`config.mk`:
```
export PLATFORM = sky130hd
export DESIGN_NAME = line_follow_pid_steering_core
export DESIGN_NICKNAME = d
export VERILOG_FILES = /design/src/sv/lfps_pkg.sv /design/src/sv/lfps_regs.sv /design/src/sv/lfps_front.sv /design/src/sv/lfps_mult.sv /design/src/sv/lfps_decide.sv /design/src/sv/line_follow_pid_steering_core.sv
export VERILOG_INCLUDE_DIRS = /design/src /design/src/sv
export SDC_FILE = /design/constraint.sdc
export NUM_CORES = 2
export LEC_CHECK = 0
export BUFFER_PORTS_ARGS = -buffer_cell sky130_fd_sc_hd__buf_4
export CAP_MARGIN = 20
export CELL_PAD_IN_SITES_DETAIL_PLACEMENT = 0
export CELL_PAD_IN_SITES_GLOBAL_PLACEMENT = 2
export CORE_MARGIN = 2
export CORE_UTILIZATION = 38
export CTS_BUF_LIST = sky130_fd_sc_hd__clkbuf_4 sky130_fd_sc_hd__clkbuf_8 sky130_fd_sc_hd__clkbuf_16
export DETAILED_ROUTE_END_ITERATION = 6
export GPL_ROUTABILITY_DRIVEN = 0
export PLACE_DENSITY_LB_ADDON = 0.12
export SLEW_MARGIN = 10
export SYNTH_ARGS = -nofsm -noshare
export SYNTH_HDL_FRONTEND = slang
export SYNTH_HIERARCHICAL = 1
export SYNTH_SLANG_ARGS = --single-unit
```
`constraint.sdc`:
```
create_clock -name clk_i -period 6.25 [get_ports clk_i]
set_clock_uncertainty 0.1 [all_clocks]
set_input_delay 1.25 -clock clk_i [delete_from_list [all_inputs] [get_ports clk_i]]
set_output_delay 1.25 -clock clk_i [all_outputs]
set_load 0.01 [all_outputs]
```
`src/sv/line_follow_pid_steering_core_macros.svh`:
```
// ----------------------------------------------------------------------------
// Line follower steering core: assertion macros
// Shared concurrent assertion shorthands, clocked on clk_i, held off in reset.
// ----------------------------------------------------------------------------
`ifndef LINE_FOLLOW_PID_STEERING_CORE_MACROS_SVH
`define LINE_FOLLOW_PID_STEERING_CORE_MACROS_SVH

// same-cycle implication
`define LFPS_ASSERT_SAME(lbl, ante, cons, msg) \
  lbl: assert property (@(posedge clk_i) disable iff (!rst_ni) (ante) |-> (cons)) \
    else $error(msg);

// next-cycle implication
`define LFPS_ASSERT_NEXT(lbl, ante, cons, msg) \
  lbl: assert property (@(posedge clk_i) disable iff (!rst_ni) (ante) |=> (cons)) \
    else $error(msg);

`endif

```
`src/sv/lfps_pkg.sv`:
```
// ----------------------------------------------------------------------------
// lfps_pkg
// Types and constants of the line follower PID steering core.
// ----------------------------------------------------------------------------
package lfps_pkg;

  localparam int unsigned SampleW = 8;
  localparam int unsigned BandW   = 15;
  localparam int unsigned GainW   = 16;
  localparam int unsigned CvW     = 16;
  localparam int unsigned DirW    = 4;
  localparam int unsigned ErrW    = SampleW + 1;
  localparam int unsigned DiffW   = ErrW + 1;
  localparam int unsigned PaddrW  = 5;
  localparam int unsigned PdataW  = 32;
  localparam int unsigned RegIdxW = 3;

  // register indexes
  localparam logic [RegIdxW-1:0] RegThreshold = 3'd0;
  localparam logic [RegIdxW-1:0] RegBand      = 3'd1;
  localparam logic [RegIdxW-1:0] RegGainP     = 3'd2;
  localparam logic [RegIdxW-1:0] RegGainI     = 3'd3;
  localparam logic [RegIdxW-1:0] RegGainD     = 3'd4;
  localparam logic [RegIdxW-1:0] RegFullSpeed = 3'd5;
  localparam logic [RegIdxW-1:0] RegRevSpeed  = 3'd6;

  // reset values
  localparam logic [SampleW-1:0]      ThresholdRst = 8'd50;
  localparam logic [BandW-1:0]        BandRst      = 15'd50;
  localparam logic signed [GainW-1:0] GainPRst     = 16'sd256;
  localparam logic signed [GainW-1:0] GainIRst     = 16'sd0;
  localparam logic signed [GainW-1:0] GainDRst     = 16'sd0;
  localparam logic [SampleW-1:0]      FullSpeedRst = 8'd255;
  localparam logic [SampleW-1:0]      RevSpeedRst  = 8'd75;

  // direction codes
  localparam logic [DirW-1:0] DirFwd       = 4'h6;
  localparam logic [DirW-1:0] DirBack      = 4'h9;
  localparam logic [DirW-1:0] DirHardLeft  = 4'h5;
  localparam logic [DirW-1:0] DirHardRight = 4'hA;
  localparam logic [DirW-1:0] DirSoftLeft  = 4'h4;
  localparam logic [DirW-1:0] DirSoftRight = 4'h2;

  typedef struct packed {
    logic [SampleW-1:0] left_sample;
    logic [SampleW-1:0] center_sample;
    logic [SampleW-1:0] right_sample;
  } in_item_t;

  typedef struct packed {
    logic [DirW-1:0]        motor_direction;
    logic [SampleW-1:0]     left_speed;
    logic [SampleW-1:0]     right_speed;
    logic                   marker_seen;
    logic signed [CvW-1:0]  control_value;
  } out_item_t;

  typedef struct packed {
    logic [SampleW-1:0]      threshold;
    logic [BandW-1:0]        band;
    logic signed [GainW-1:0] gain_p;
    logic signed [GainW-1:0] gain_i;
    logic signed [GainW-1:0] gain_d;
    logic [SampleW-1:0]      full_speed;
    logic [SampleW-1:0]      reverse_speed;
  } cfg_t;

  // sample-derived decisions carried along the pipeline
  typedef struct packed {
    logic both_sides;
    logic marker;
    logic on_center;
  } flags_t;

endpackage

```
`src/sv/lfps_regs.sv`:
```
// ----------------------------------------------------------------------------
// lfps_regs
// APB register file holding the threshold, band, gains and wheel duties.
// ----------------------------------------------------------------------------
module lfps_regs (
  input  logic                        clk_i,
  input  logic                        rst_ni,
  input  logic                        psel,
  input  logic                        penable,
  input  logic                        pwrite,
  input  logic [lfps_pkg::PaddrW-1:0] paddr,
  input  logic [lfps_pkg::PdataW-1:0] pwdata,
  output logic [lfps_pkg::PdataW-1:0] prdata,
  output logic                        pready,
  output lfps_pkg::cfg_t              cfg_o
);

  lfps_pkg::cfg_t                      cfg_q, cfg_d;
  logic [lfps_pkg::RegIdxW-1:0]        idx;
  logic                                wr_en;

  assign idx    = paddr[lfps_pkg::PaddrW-1:2];
  assign wr_en  = psel & penable & pwrite & pready;
  assign pready = 1'b1;
  assign cfg_o  = cfg_q;

  always_comb begin
    cfg_d = cfg_q;
    if (wr_en) begin
      case (idx)
        lfps_pkg::RegThreshold: cfg_d.threshold     = pwdata[7:0];
        lfps_pkg::RegBand:      cfg_d.band          = pwdata[14:0];
        lfps_pkg::RegGainP:     cfg_d.gain_p        = pwdata[15:0];
        lfps_pkg::RegGainI:     cfg_d.gain_i        = pwdata[15:0];
        lfps_pkg::RegGainD:     cfg_d.gain_d        = pwdata[15:0];
        lfps_pkg::RegFullSpeed: cfg_d.full_speed    = pwdata[7:0];
        lfps_pkg::RegRevSpeed:  cfg_d.reverse_speed = pwdata[7:0];
        default: ;
      endcase
    end
  end

  always_ff @(posedge clk_i or negedge rst_ni) begin
    if (!rst_ni) begin
      cfg_q.threshold     <= lfps_pkg::ThresholdRst;
      cfg_q.band          <= lfps_pkg::BandRst;
      cfg_q.gain_p        <= lfps_pkg::GainPRst;
      cfg_q.gain_i        <= lfps_pkg::GainIRst;
      cfg_q.gain_d        <= lfps_pkg::GainDRst;
      cfg_q.full_speed    <= lfps_pkg::FullSpeedRst;
      cfg_q.reverse_speed <= lfps_pkg::RevSpeedRst;
    end else begin
      cfg_q <= cfg_d;
    end
  end

  always_comb begin
    prdata = '0;
    case (idx)
      lfps_pkg::RegThreshold: prdata = {24'd0, cfg_q.threshold};
      lfps_pkg::RegBand:      prdata = {17'd0, cfg_q.band};
      lfps_pkg::RegGainP:     prdata = {{16{cfg_q.gain_p[15]}}, cfg_q.gain_p};
      lfps_pkg::RegGainI:     prdata = {{16{cfg_q.gain_i[15]}}, cfg_q.gain_i};
      lfps_pkg::RegGainD:     prdata = {{16{cfg_q.gain_d[15]}}, cfg_q.gain_d};
      lfps_pkg::RegFullSpeed: prdata = {24'd0, cfg_q.full_speed};
      lfps_pkg::RegRevSpeed:  prdata = {24'd0, cfg_q.reverse_speed};
      default:                prdata = '0;
    endcase
  end

endmodule

```
`src/sv/lfps_front.sv`:
```
// ----------------------------------------------------------------------------
// lfps_front
// Input stage: error, derivative, integral snapshot and sample flags.
// Holds the controller state, updated as each item is taken.
// ----------------------------------------------------------------------------
module lfps_front #(
  parameter int unsigned IW = 24
) (
  input  logic                              clk_i,
  input  logic                              rst_ni,
  input  lfps_pkg::cfg_t                    cfg_i,
  input  logic                              in_valid_i,
  output logic                              in_ready_o,
  input  lfps_pkg::in_item_t                in_item_i,
  output logic                              valid_o,
  input  logic                              ready_i,
  output logic signed [lfps_pkg::ErrW-1:0]  err_o,
  output logic signed [lfps_pkg::DiffW-1:0] diff_o,
  output logic signed [IW-1:0]              sum_o,
  output lfps_pkg::flags_t                  flags_o
);

  logic                              valid_q;
  logic                              take;
  logic signed [lfps_pkg::ErrW-1:0]  err_d, err_q;
  logic signed [lfps_pkg::DiffW-1:0] diff_d, diff_q;
  logic signed [IW-1:0]              sum_q, sum_d, snap_q;
  logic signed [IW:0]                sum_ext;
  logic signed [lfps_pkg::ErrW-1:0]  last_err_q;
  logic [lfps_pkg::SampleW-1:0]      last_l_q, last_c_q, last_r_q;
  logic [lfps_pkg::SampleW-1:0]      l, c, r, thr;
  lfps_pkg::flags_t                  flags_d, flags_q;

  assign in_ready_o = !valid_q || ready_i;
  assign take       = in_valid_i && in_ready_o;
  assign valid_o    = valid_q;
  assign err_o      = err_q;
  assign diff_o     = diff_q;
  assign sum_o      = snap_q;
  assign flags_o    = flags_q;

  assign l   = in_item_i.left_sample;
  assign c   = in_item_i.center_sample;
  assign r   = in_item_i.right_sample;
  assign thr = cfg_i.threshold;

  always_comb begin
    err_d  = $signed({1'b0, l}) - $signed({1'b0, r});
    diff_d = $signed({err_d[lfps_pkg::ErrW-1], err_d})
           - $signed({last_err_q[lfps_pkg::ErrW-1], last_err_q});
    sum_ext = $signed({sum_q[IW-1], sum_q})
            + $signed({{(IW + 1 - lfps_pkg::ErrW){err_d[lfps_pkg::ErrW-1]}}, err_d});
    if (sum_ext[IW] != sum_ext[IW-1]) begin
      sum_d = sum_ext[IW] ? {1'b1, {(IW-1){1'b0}}} : {1'b0, {(IW-1){1'b1}}};
    end else begin
      sum_d = sum_ext[IW-1:0];
    end
    flags_d.both_sides = (l > thr) && (r > thr);
    flags_d.marker     = (l < thr) && (r < thr) && (c < thr) && (last_l_q < thr)
                      && (last_r_q < thr) && (last_c_q > thr);
    flags_d.on_center  = c > thr;
  end

  always_ff @(posedge clk_i or negedge rst_ni) begin
    if (!rst_ni) begin
      valid_q    <= 1'b0;
      sum_q      <= '0;
      last_err_q <= '0;
      last_l_q   <= '0;
      last_c_q   <= '0;
      last_r_q   <= '0;
    end else begin
      if (take) begin
        valid_q    <= 1'b1;
        sum_q      <= sum_d;
        last_err_q <= err_d;
        last_l_q   <= l;
        last_c_q   <= c;
        last_r_q   <= r;
      end else if (ready_i) begin
        valid_q <= 1'b0;
      end
    end
  end

  always_ff @(posedge clk_i) begin
    if (take) begin
      err_q   <= err_d;
      diff_q  <= diff_d;
      snap_q  <= sum_q;
      flags_q <= flags_d;
    end
  end

endmodule

```
`src/sv/lfps_mult.sv`:
```
// ----------------------------------------------------------------------------
// lfps_mult
// Product stage: P, D and split I products, each registered.
// ----------------------------------------------------------------------------
module lfps_mult #(
  parameter int unsigned IW = 24
) (
  input  logic                                  clk_i,
  input  logic                                  rst_ni,
  input  lfps_pkg::cfg_t                        cfg_i,
  input  logic                                  valid_i,
  output logic                                  ready_o,
  input  logic signed [lfps_pkg::ErrW-1:0]      err_i,
  input  logic signed [lfps_pkg::DiffW-1:0]     diff_i,
  input  logic signed [IW-1:0]                  sum_i,
  input  lfps_pkg::flags_t                      flags_i,
  output logic                                  valid_o,
  input  logic                                  ready_i,
  output logic signed [lfps_pkg::GainW+lfps_pkg::ErrW-1:0]  pp_o,
  output logic signed [lfps_pkg::GainW+lfps_pkg::DiffW-1:0] pd_o,
  output logic signed [lfps_pkg::GainW+IW/2:0]              pi_lo_o,
  output logic signed [lfps_pkg::GainW+IW-IW/2-1:0]         pi_hi_o,
  output lfps_pkg::flags_t                      flags_o
);

  localparam int unsigned LoW = IW / 2;
  localparam int unsigned HiW = IW - LoW;
  localparam int unsigned GW  = lfps_pkg::GainW;

  logic                                    valid_q, take;
  logic signed [GW-1:0]                    gp, gi, gd;
  logic signed [LoW:0]                     sum_lo;
  logic signed [HiW-1:0]                   sum_hi;
  logic signed [GW+lfps_pkg::ErrW-1:0]     pp_d, pp_q;
  logic signed [GW+lfps_pkg::DiffW-1:0]    pd_d, pd_q;
  logic signed [GW+LoW:0]                  lo_d, lo_q;
  logic signed [GW+HiW-1:0]                hi_d, hi_q;
  lfps_pkg::flags_t                        flags_q;

  assign ready_o = !valid_q || ready_i;
  assign take    = valid_i && ready_o;
  assign valid_o = valid_q;

  assign gp     = cfg_i.gain_p;
  assign gi     = cfg_i.gain_i;
  assign gd     = cfg_i.gain_d;
  assign sum_lo = $signed({1'b0, sum_i[LoW-1:0]});
  assign sum_hi = $signed(sum_i[IW-1:LoW]);

  assign pp_d = gp * err_i;
  assign pd_d = gd * diff_i;
  assign lo_d = gi * sum_lo;
  assign hi_d = gi * sum_hi;

  always_ff @(posedge clk_i or negedge rst_ni) begin
    if (!rst_ni) begin
      valid_q <= 1'b0;
    end else if (take) begin
      valid_q <= 1'b1;
    end else if (ready_i) begin
      valid_q <= 1'b0;
    end
  end

  always_ff @(posedge clk_i) begin
    if (take) begin
      pp_q    <= pp_d;
      pd_q    <= pd_d;
      lo_q    <= lo_d;
      hi_q    <= hi_d;
      flags_q <= flags_i;
    end
  end

  assign pp_o    = pp_q;
  assign pd_o    = pd_q;
  assign pi_lo_o = lo_q;
  assign pi_hi_o = hi_q;
  assign flags_o = flags_q;

endmodule

```
`src/sv/lfps_decide.sv`:
```
// ----------------------------------------------------------------------------
// lfps_decide
// Result stage: PID sum, band test, steering choice and output register.
// ----------------------------------------------------------------------------
module lfps_decide #(
  parameter int unsigned IW = 24
) (
  input  logic                                  clk_i,
  input  logic                                  rst_ni,
  input  lfps_pkg::cfg_t                        cfg_i,
  input  logic                                  valid_i,
  output logic                                  ready_o,
  input  logic signed [lfps_pkg::GainW+lfps_pkg::ErrW-1:0]  pp_i,
  input  logic signed [lfps_pkg::GainW+lfps_pkg::DiffW-1:0] pd_i,
  input  logic signed [lfps_pkg::GainW+IW/2:0]              pi_lo_i,
  input  logic signed [lfps_pkg::GainW+IW-IW/2-1:0]         pi_hi_i,
  input  lfps_pkg::flags_t                      flags_i,
  output logic                                  out_valid_o,
  input  logic                                  out_ready_i,
  output lfps_pkg::out_item_t                   out_item_o
);

  localparam int unsigned LoW = IW / 2;
  localparam int unsigned AW  = IW + 18;

  logic                     valid_q, take;
  logic signed [AW-1:0]     pp_x, pd_x, lo_x, hi_x, acc, bandq, nbandq;
  logic                     in_band, above, sat_hi, sat_lo;
  logic signed [lfps_pkg::CvW-1:0] cv;
  lfps_pkg::out_item_t      item_d, item_q;
  logic [lfps_pkg::SampleW-1:0] spd;

  assign ready_o     = !valid_q || out_ready_i;
  assign take        = valid_i && ready_o;
  assign out_valid_o = valid_q;
  assign out_item_o  = item_q;

  always_comb begin
    pp_x   = AW'(pp_i);
    pd_x   = AW'(pd_i);
    lo_x   = AW'(pi_lo_i);
    hi_x   = AW'(pi_hi_i);
    acc    = (hi_x <<< LoW) + lo_x + pp_x + pd_x;
    bandq  = $signed({{(AW - lfps_pkg::BandW - 8){1'b0}}, cfg_i.band, 8'd0});
    nbandq = -bandq;
    in_band = (acc > nbandq) && (acc < bandq);
    above   = acc > bandq;
    sat_hi  = !acc[AW-1] && (|acc[AW-2:23]);
    sat_lo  = acc[AW-1] && !(&acc[AW-2:23]);
    if (sat_hi) begin
      cv = 16'sh7FFF;
    end else if (sat_lo) begin
      cv = 16'sh8000;
    end else begin
      cv = acc[23:8];
    end

    spd                   = cfg_i.full_speed;
    item_d.marker_seen    = 1'b0;
    item_d.control_value  = cv;
    if (flags_i.both_sides) begin
      item_d.motor_direction = lfps_pkg::DirFwd;
    end else if (flags_i.marker) begin
      item_d.motor_direction = lfps_pkg::DirFwd;
      item_d.marker_seen     = 1'b1;
    end else if (in_band) begin
      if (flags_i.on_center) begin
        item_d.motor_direction = lfps_pkg::DirFwd;
      end else begin
        item_d.motor_direction = lfps_pkg::DirBack;
        spd                    = cfg_i.reverse_speed;
      end
    end else if (above) begin
      item_d.motor_direction = flags_i.on_center ? lfps_pkg::DirHardLeft
                                                 : lfps_pkg::DirSoftLeft;
    end else begin
      item_d.motor_direction = flags_i.on_center ? lfps_pkg::DirHardRight
                                                 : lfps_pkg::DirSoftRight;
    end
    item_d.left_speed  = spd;
    item_d.right_speed = spd;
  end

  always_ff @(posedge clk_i or negedge rst_ni) begin
    if (!rst_ni) begin
      valid_q <= 1'b0;
    end else if (take) begin
      valid_q <= 1'b1;
    end else if (out_ready_i) begin
      valid_q <= 1'b0;
    end
  end

  always_ff @(posedge clk_i) begin
    if (take) begin
      item_q <= item_d;
    end
  end

endmodule

```
`src/sv/line_follow_pid_steering_core.sv`:
```
// ----------------------------------------------------------------------------
// line_follow_pid_steering_core
// Line follower steering with a PID term on left minus right sensor error.
// ----------------------------------------------------------------------------
// Usage:
//   in channel (in_valid_i / in_ready_o / in_item_i) takes one sensor triple
//   per item; out channel (out_valid_o / out_ready_i / out_item_o) returns one
//   steering item per input item, in order.
//   From the accepting edge to out_valid_o an item passes three register
//   stages, the first loaded at the accept. Input stage (error, derivative,
//   integral update), product stage (three gain multiplies, integral product
//   split in two halves), result stage (sum, band test, direction choice).
//   Throughput is one item per cycle while out_ready_i is high; every stage
//   has its own valid and advances whenever the stage after it is empty or
//   draining. When the receiver stalls, items fill the three stages, then
//   in_ready_o drops; nothing is lost or repeated. Reset clears the integral,
//   the previous error and previous samples and loads the register defaults.
//   Write the APB port only while idle; the block itself does not enforce it.
// ----------------------------------------------------------------------------
module line_follow_pid_steering_core #(
  parameter int unsigned INTEGRAL_WIDTH = 24
) (
  input  logic                        clk_i,
  input  logic                        rst_ni,
  input  logic                        in_valid_i,
  output logic                        in_ready_o,
  input  lfps_pkg::in_item_t          in_item_i,
  output logic                        out_valid_o,
  input  logic                        out_ready_i,
  output lfps_pkg::out_item_t         out_item_o,
  input  logic                        psel,
  input  logic                        penable,
  input  logic                        pwrite,
  input  logic [lfps_pkg::PaddrW-1:0] paddr,
  input  logic [lfps_pkg::PdataW-1:0] pwdata,
  output logic [lfps_pkg::PdataW-1:0] prdata,
  output logic                        pready
);

`include "line_follow_pid_steering_core_macros.svh"

  localparam int unsigned IW  = INTEGRAL_WIDTH;
  localparam int unsigned LoW = IW / 2;
  localparam int unsigned HiW = IW - LoW;
  localparam int unsigned GW  = lfps_pkg::GainW;

  lfps_pkg::cfg_t                         cfg;
  logic                                   s1_valid, s1_ready;
  logic signed [lfps_pkg::ErrW-1:0]       s1_err;
  logic signed [lfps_pkg::DiffW-1:0]      s1_diff;
  logic signed [IW-1:0]                   s1_sum;
  lfps_pkg::flags_t                       s1_flags;
  logic                                   s2_valid, s2_ready;
  logic signed [GW+lfps_pkg::ErrW-1:0]    s2_pp;
  logic signed [GW+lfps_pkg::DiffW-1:0]   s2_pd;
  logic signed [GW+LoW:0]                 s2_lo;
  logic signed [GW+HiW-1:0]               s2_hi;
  lfps_pkg::flags_t                       s2_flags;

  lfps_regs u_regs (
    .clk_i   (clk_i),
    .rst_ni  (rst_ni),
    .psel    (psel),
    .penable (penable),
    .pwrite  (pwrite),
    .paddr   (paddr),
    .pwdata  (pwdata),
    .prdata  (prdata),
    .pready  (pready),
    .cfg_o   (cfg)
  );

  lfps_front #(.IW(IW)) u_front (
    .clk_i      (clk_i),
    .rst_ni     (rst_ni),
    .cfg_i      (cfg),
    .in_valid_i (in_valid_i),
    .in_ready_o (in_ready_o),
    .in_item_i  (in_item_i),
    .valid_o    (s1_valid),
    .ready_i    (s1_ready),
    .err_o      (s1_err),
    .diff_o     (s1_diff),
    .sum_o      (s1_sum),
    .flags_o    (s1_flags)
  );

  lfps_mult #(.IW(IW)) u_mult (
    .clk_i   (clk_i),
    .rst_ni  (rst_ni),
    .cfg_i   (cfg),
    .valid_i (s1_valid),
    .ready_o (s1_ready),
    .err_i   (s1_err),
    .diff_i  (s1_diff),
    .sum_i   (s1_sum),
    .flags_i (s1_flags),
    .valid_o (s2_valid),
    .ready_i (s2_ready),
    .pp_o    (s2_pp),
    .pd_o    (s2_pd),
    .pi_lo_o (s2_lo),
    .pi_hi_o (s2_hi),
    .flags_o (s2_flags)
  );

  lfps_decide #(.IW(IW)) u_decide (
    .clk_i       (clk_i),
    .rst_ni      (rst_ni),
    .cfg_i       (cfg),
    .valid_i     (s2_valid),
    .ready_o     (s2_ready),
    .pp_i        (s2_pp),
    .pd_i        (s2_pd),
    .pi_lo_i     (s2_lo),
    .pi_hi_i     (s2_hi),
    .flags_i     (s2_flags),
    .out_valid_o (out_valid_o),
    .out_ready_i (out_ready_i),
    .out_item_o  (out_item_o)
  );

  `LFPS_ASSERT_SAME(a_marker_fwd, out_valid_o && out_item_o.marker_seen, out_item_o.motor_direction == lfps_pkg::DirFwd, "marker item not forward")
  `LFPS_ASSERT_SAME(a_back_speed, out_valid_o && (out_item_o.motor_direction == lfps_pkg::DirBack), out_item_o.left_speed == cfg.reverse_speed, "reverse item without reverse duty")
  `LFPS_ASSERT_SAME(a_same_speed, out_valid_o, out_item_o.left_speed == out_item_o.right_speed, "wheel duties differ")
  `LFPS_ASSERT_NEXT(a_stage_fill, s2_valid && !s2_ready, out_valid_o, "result stage empty while product stage blocked")

endmodule
```
==> results_tabular.tex <==
\begin{tabular}{lr}
\hline
Metric & Value \\
\hline
\multicolumn{2}{l}{\textbf{Worst setup path}} \\
\quad Sort of element at the end of the critical path & flop \\
\quad Crit-path slowest cell & sky130\_fd\_sc\_hd\_\_fa\_1 \\
\quad Launching instance or port of the critical path & u\_mult/pd\_o[9] \\
\quad Crit Path Category & flop to flop \\
\quad Critical path buffer and inverter count & 5 \\
\quad Largest delay contributor family on the critical path & compound AO/OA/AOI/OAI gates \\
\quad Data required, critical path & 6550 ps \\
\quad Worst path arrival time & 6350 ps \\
\quad CP Launch Type & flop \\
\quad Biggest fanout along the worst timing path & 5 \\
\quad Delay of the slowest cell on the worst path & 510 ps \\
\quad CP most frequent cell & sky130\_fd\_sc\_hd\_\_ha\_1 \\
\quad Worst R2R Start & u\_mult/pd\_o[9] \\
\multicolumn{2}{l}{\textbf{Final layout}} \\
\quad Area growth from synthesis to layout & 15.1\% \\
\quad Nets & 6355 \\
\quad Share of layout cells above drive strength 1 & 15.4\% \\
\quad Final cell utilization of the core & 44.0\% \\
\multicolumn{2}{l}{\textbf{Global route}} \\
\quad Antenna violations before repair & 13 \\
\quad GR Overflow Total & 0 \\
\quad Number of global-route vias before repair & 35547 \\
\quad Largest net degree at the start of global routing & 107 \\
\quad Global-route total usage across every layer & 22.1\% \\
\quad Wire length of the first global-routing pass & 213000 um \\
\multicolumn{2}{l}{\textbf{Synthesis}} \\
\quad Synthesized cell area & 46500 um2 \\
\quad Top flip-flop cell by instance count after synthesis & sky130\_fd\_sc\_hd\_\_edfxtp\_1 \\
\quad Number of synthesized flops with an enable pin & 186 \\
\quad Portion of the post-synthesis area used by sequential elements & 20.0\% \\
\quad Synth warn & 6 \\
\quad Synthesized net count & 6007 \\
\quad Count of cell types in the netlist & 113 \\
\quad Yosys reg bits & 333 \\
\quad Number of cells produced by synthesis & 4841 \\
\quad FFs w/ async S/R, synth & 44.1\% \\
\quad Average cell area after synthesis & 9.60 um2 \\
\multicolumn{2}{l}{\textbf{Timing}} \\
\quad Minimum clock period & 6060 ps \\
\quad Total negative slack & 0 ps \\
\quad Share of the clock period used by the worst path & 97.0\% \\
\quad Max-slew violation count & 0 \\
\quad Final setup violation count & 0 \\
\quad Highest clock rate & 0.165 GHz \\
\quad Max\_slew headroom & 24.1\% \\
\quad Number of failing hold endpoints at the final stage & 0 \\
\quad Measured slew at the worst slew-check pin & 1140 ps \\
\quad Smallest setup slack after layout & 190 ps \\
\quad Setup repair after global routing missed its margin & true \\
\multicolumn{2}{l}{\textbf{Clocking}} \\
\quad Count of hold buffers inserted by post-cts repair & 0 \\
\quad Maximum clock insertion buffer count & 3 \\
\quad Root buffer selected by CTS & sky130\_fd\_sc\_hd\_\_clkbuf\_16 \\
\quad Maximum level of the CTS H-tree & 2 \\
\quad Clk\_lat worst skew & 640 ps \\
\quad Number of buffers created by CTS & 43 \\
\quad Clk sinks & 333 \\
\quad CTS tree & yes \\
\quad Clk slew on worst S/H paths & 60 ps \\
\multicolumn{2}{l}{\textbf{Die}} \\
\quad Number of core rows & 128 \\
\quad Core area & 122000 um2 \\
\quad Overall die width & 354 um \\
\quad Initial standard-cell utilization of the core & 38.2\% \\
\quad Height of the die & 354 um \\
\quad Full die area & 125000 um2 \\
\quad Boundary Pins & 140 \\
\multicolumn{2}{l}{\textbf{Drt}} \\
\quad Via count & 33638 \\
\quad Routed wire length & 136000 um \\
\quad Number of search-and-repair iterations in the first detailed-routing pass & 7 \\
\quad Detailed-route wire length per cell & 19.8 um \\
\quad Post-detailed-route count of antenna-violating nets & 0 \\
\quad Number of remaining DRC errors & 0 \\
\quad Drt first-iter violations & 1878 \\
\quad Routed via count divided by cell count & 4.91 \\
\multicolumn{2}{l}{\textbf{Placed design}} \\
\quad Worst setup slack after placement & -159 ps \\
\quad Count of input and output buffers & 120 \\
\quad Placed wire-length estimate & 114000 um \\
\multicolumn{2}{l}{\textbf{Min path}} \\
\quad Hold Path Class & flop to flop \\
\quad Hold wc startpoint & u\_front/flags\_o[1] \\
\multicolumn{2}{l}{\textbf{Run status}} \\
\quad Outcome & finished, final reports clean \\
\multicolumn{2}{l}{\textbf{Flow run}} \\
\quad Max-capacitance violation count & 0 \\
\hline
\end{tabular}
==> cell usage in the layout, fill, tap and decap left out, types with 117 or more instances in the layout <==
master	n
sky130_fd_sc_hd__a21oi_1	149
sky130_fd_sc_hd__and2_1	288
sky130_fd_sc_hd__buf_4	451
sky130_fd_sc_hd__dfrtp_1	126
sky130_fd_sc_hd__edfxtp_1	186
sky130_fd_sc_hd__fa_1	674
sky130_fd_sc_hd__ha_1	410
sky130_fd_sc_hd__inv_1	1015
sky130_fd_sc_hd__nand2_1	565
sky130_fd_sc_hd__nor2_1	127
sky130_fd_sc_hd__o21ai_0	125
sky130_fd_sc_hd__xnor2_1	117
==> state kept, by name, indices dropped and copies added, names as in the netlist <==
| signal | cells |
|---|---|
| u_regs/cfg_o | 87 |
| u_decide/out_item_o | 29 |
| u_mult/pi_lo_o | 29 |
| u_mult/pi_hi_o | 28 |
| u_mult/pd_o | 26 |
| u_mult/pp_o | 25 |
| u_front/sum_o | 24 |
| u_front/sum_q | 24 |
| u_front/diff_o | 10 |
| u_front/err_o | 9 |
| u_front/last_err_q | 9 |
| u_front/last_c_q | 8 |
| u_front/last_l_q | 8 |
| u_front/last_r_q | 8 |
| u_front/flags_o | 3 |
| u_mult/flags_o | 3 |
| u_decide/out_valid_o | 1 |
| u_front/valid_o | 1 |
| u_mult/valid_o | 1 |
==> what timing repair did <==
| item | 4_1_cts | 5_1_grt |
|---|---|---|
| buffers inserted | 1 | 15 |
| hold endpoints to repair | 0 | 0 |
| cloned | 0 | 1 |
| endpoints found under the setup margin | 10 | 22 |
| gates resized for setup | 5 | 92 |
| pin swaps | 1 | 41 |
==> synth_stat cells, drive strengths merged, types with 25 or more instances <==
master	instances	share of area (%)
and2	290	3.9
xor2	51	0.98
nand3	37	0.42
nand2b	54	0.73
inv	1019	8.2
nand4	36	0.52
buf	60	0.93
o211ai	25	0.43
ha	423	11
o21a	28	0.45
edfxtp	186	12
mux2	99	2.5
dfrtp	128	6.9
nor3	36	0.40
fa	675	29
o21ai	158	1.8
nor2b	36	0.50
a21o	66	1.1
clkbuf	114	0.92
mux2i	29	0.65
nor2	140	1.3
a21oi	172	1.9
nand2	567	4.6
xnor2	124	2.3
==> layout make-up <==
cell class	instances	area, um2
fill	12038	68100
multi-input combinational	3315	32900
sequential	333	9290
timing repair buffer	477	3840
inverter	1019	3830
tap	1625	2030
clock buffer	47	1120
clock inverter	33	444
antenna	2	5.00
==> worst reg2reg max path: cells and delay by family, from the launching register on <==
kind / cells / cell delay (ps)
muxes: 2 / 740
AOI/OAI and AO/OA: 8 / 1740
buffers and inverters: 5 / 530
xor gates and xnor gates: 1 / 310
DFF: 1 / 320
and+or+nand+nor: 5 / 610
adders and majority gates: 4 / 1460
==> logic make-up after synthesis <==
family	Yosys count	synth area share, %
and+or+nand+nor	1281	13.8
buffers and inverters	1193	10.1
adders and majority gates	1099	40.5
AOI/OAI and AO/OA	631	9.20
DFF	333	20.0
xor gates and xnor gates	175	3.31
muxes	128	3.12
other	1	0.00807
==> metal layers <==
layer | wire length (um) | vias up | part of all wire [%] | global-route usage (%)
met2 | 61800 | 486 | 45 | 35.3
met4 | 1450 | 2 | 1.1 | 3.04
met3 | 4950 | 83 | 3.6 | 2.12
met5 | 11 | - | 0.0081 | 0
li1 | - | 16080 | - | -
met1 | 67700 | 16987 | 50 | 33.3
==> path summary, 6_finish.rpt <==
check	slack, ps	end	cells past startpoint
max reg2reg	190	u_decide/out_item_o[24]	25
max	190	u_decide/out_item_o[24]	25
min	320	u_mult/flags_o[1]	0
max in group asynchronous	4210	u_front/sum_q[19]	3
min in group asynchronous	430	u_regs/cfg_o[2]	1
min reg2reg	320	u_mult/flags_o[1]	0
==> stage by stage <==
| stage | area (um2) | hold WS, ps | cells |
|---|---|---|---|
| 2_1_floorplan | 46500 | 300 | 4841 |
| 3_3_place_gp | 51300 | 305 | 6751 |
| 3_5_place_dp | 51300 | 305 | 6751 |
| 4_1_cts | 52900 | 320 | 6832 |
| 5_1_grt | 53500 | 323 | 6849 |
| 6_report | 53500 | 318 | 6851 |
Power is not shown: default switching activity piles up to over one toggle a cycle in this logic, so the estimate is an artifact.
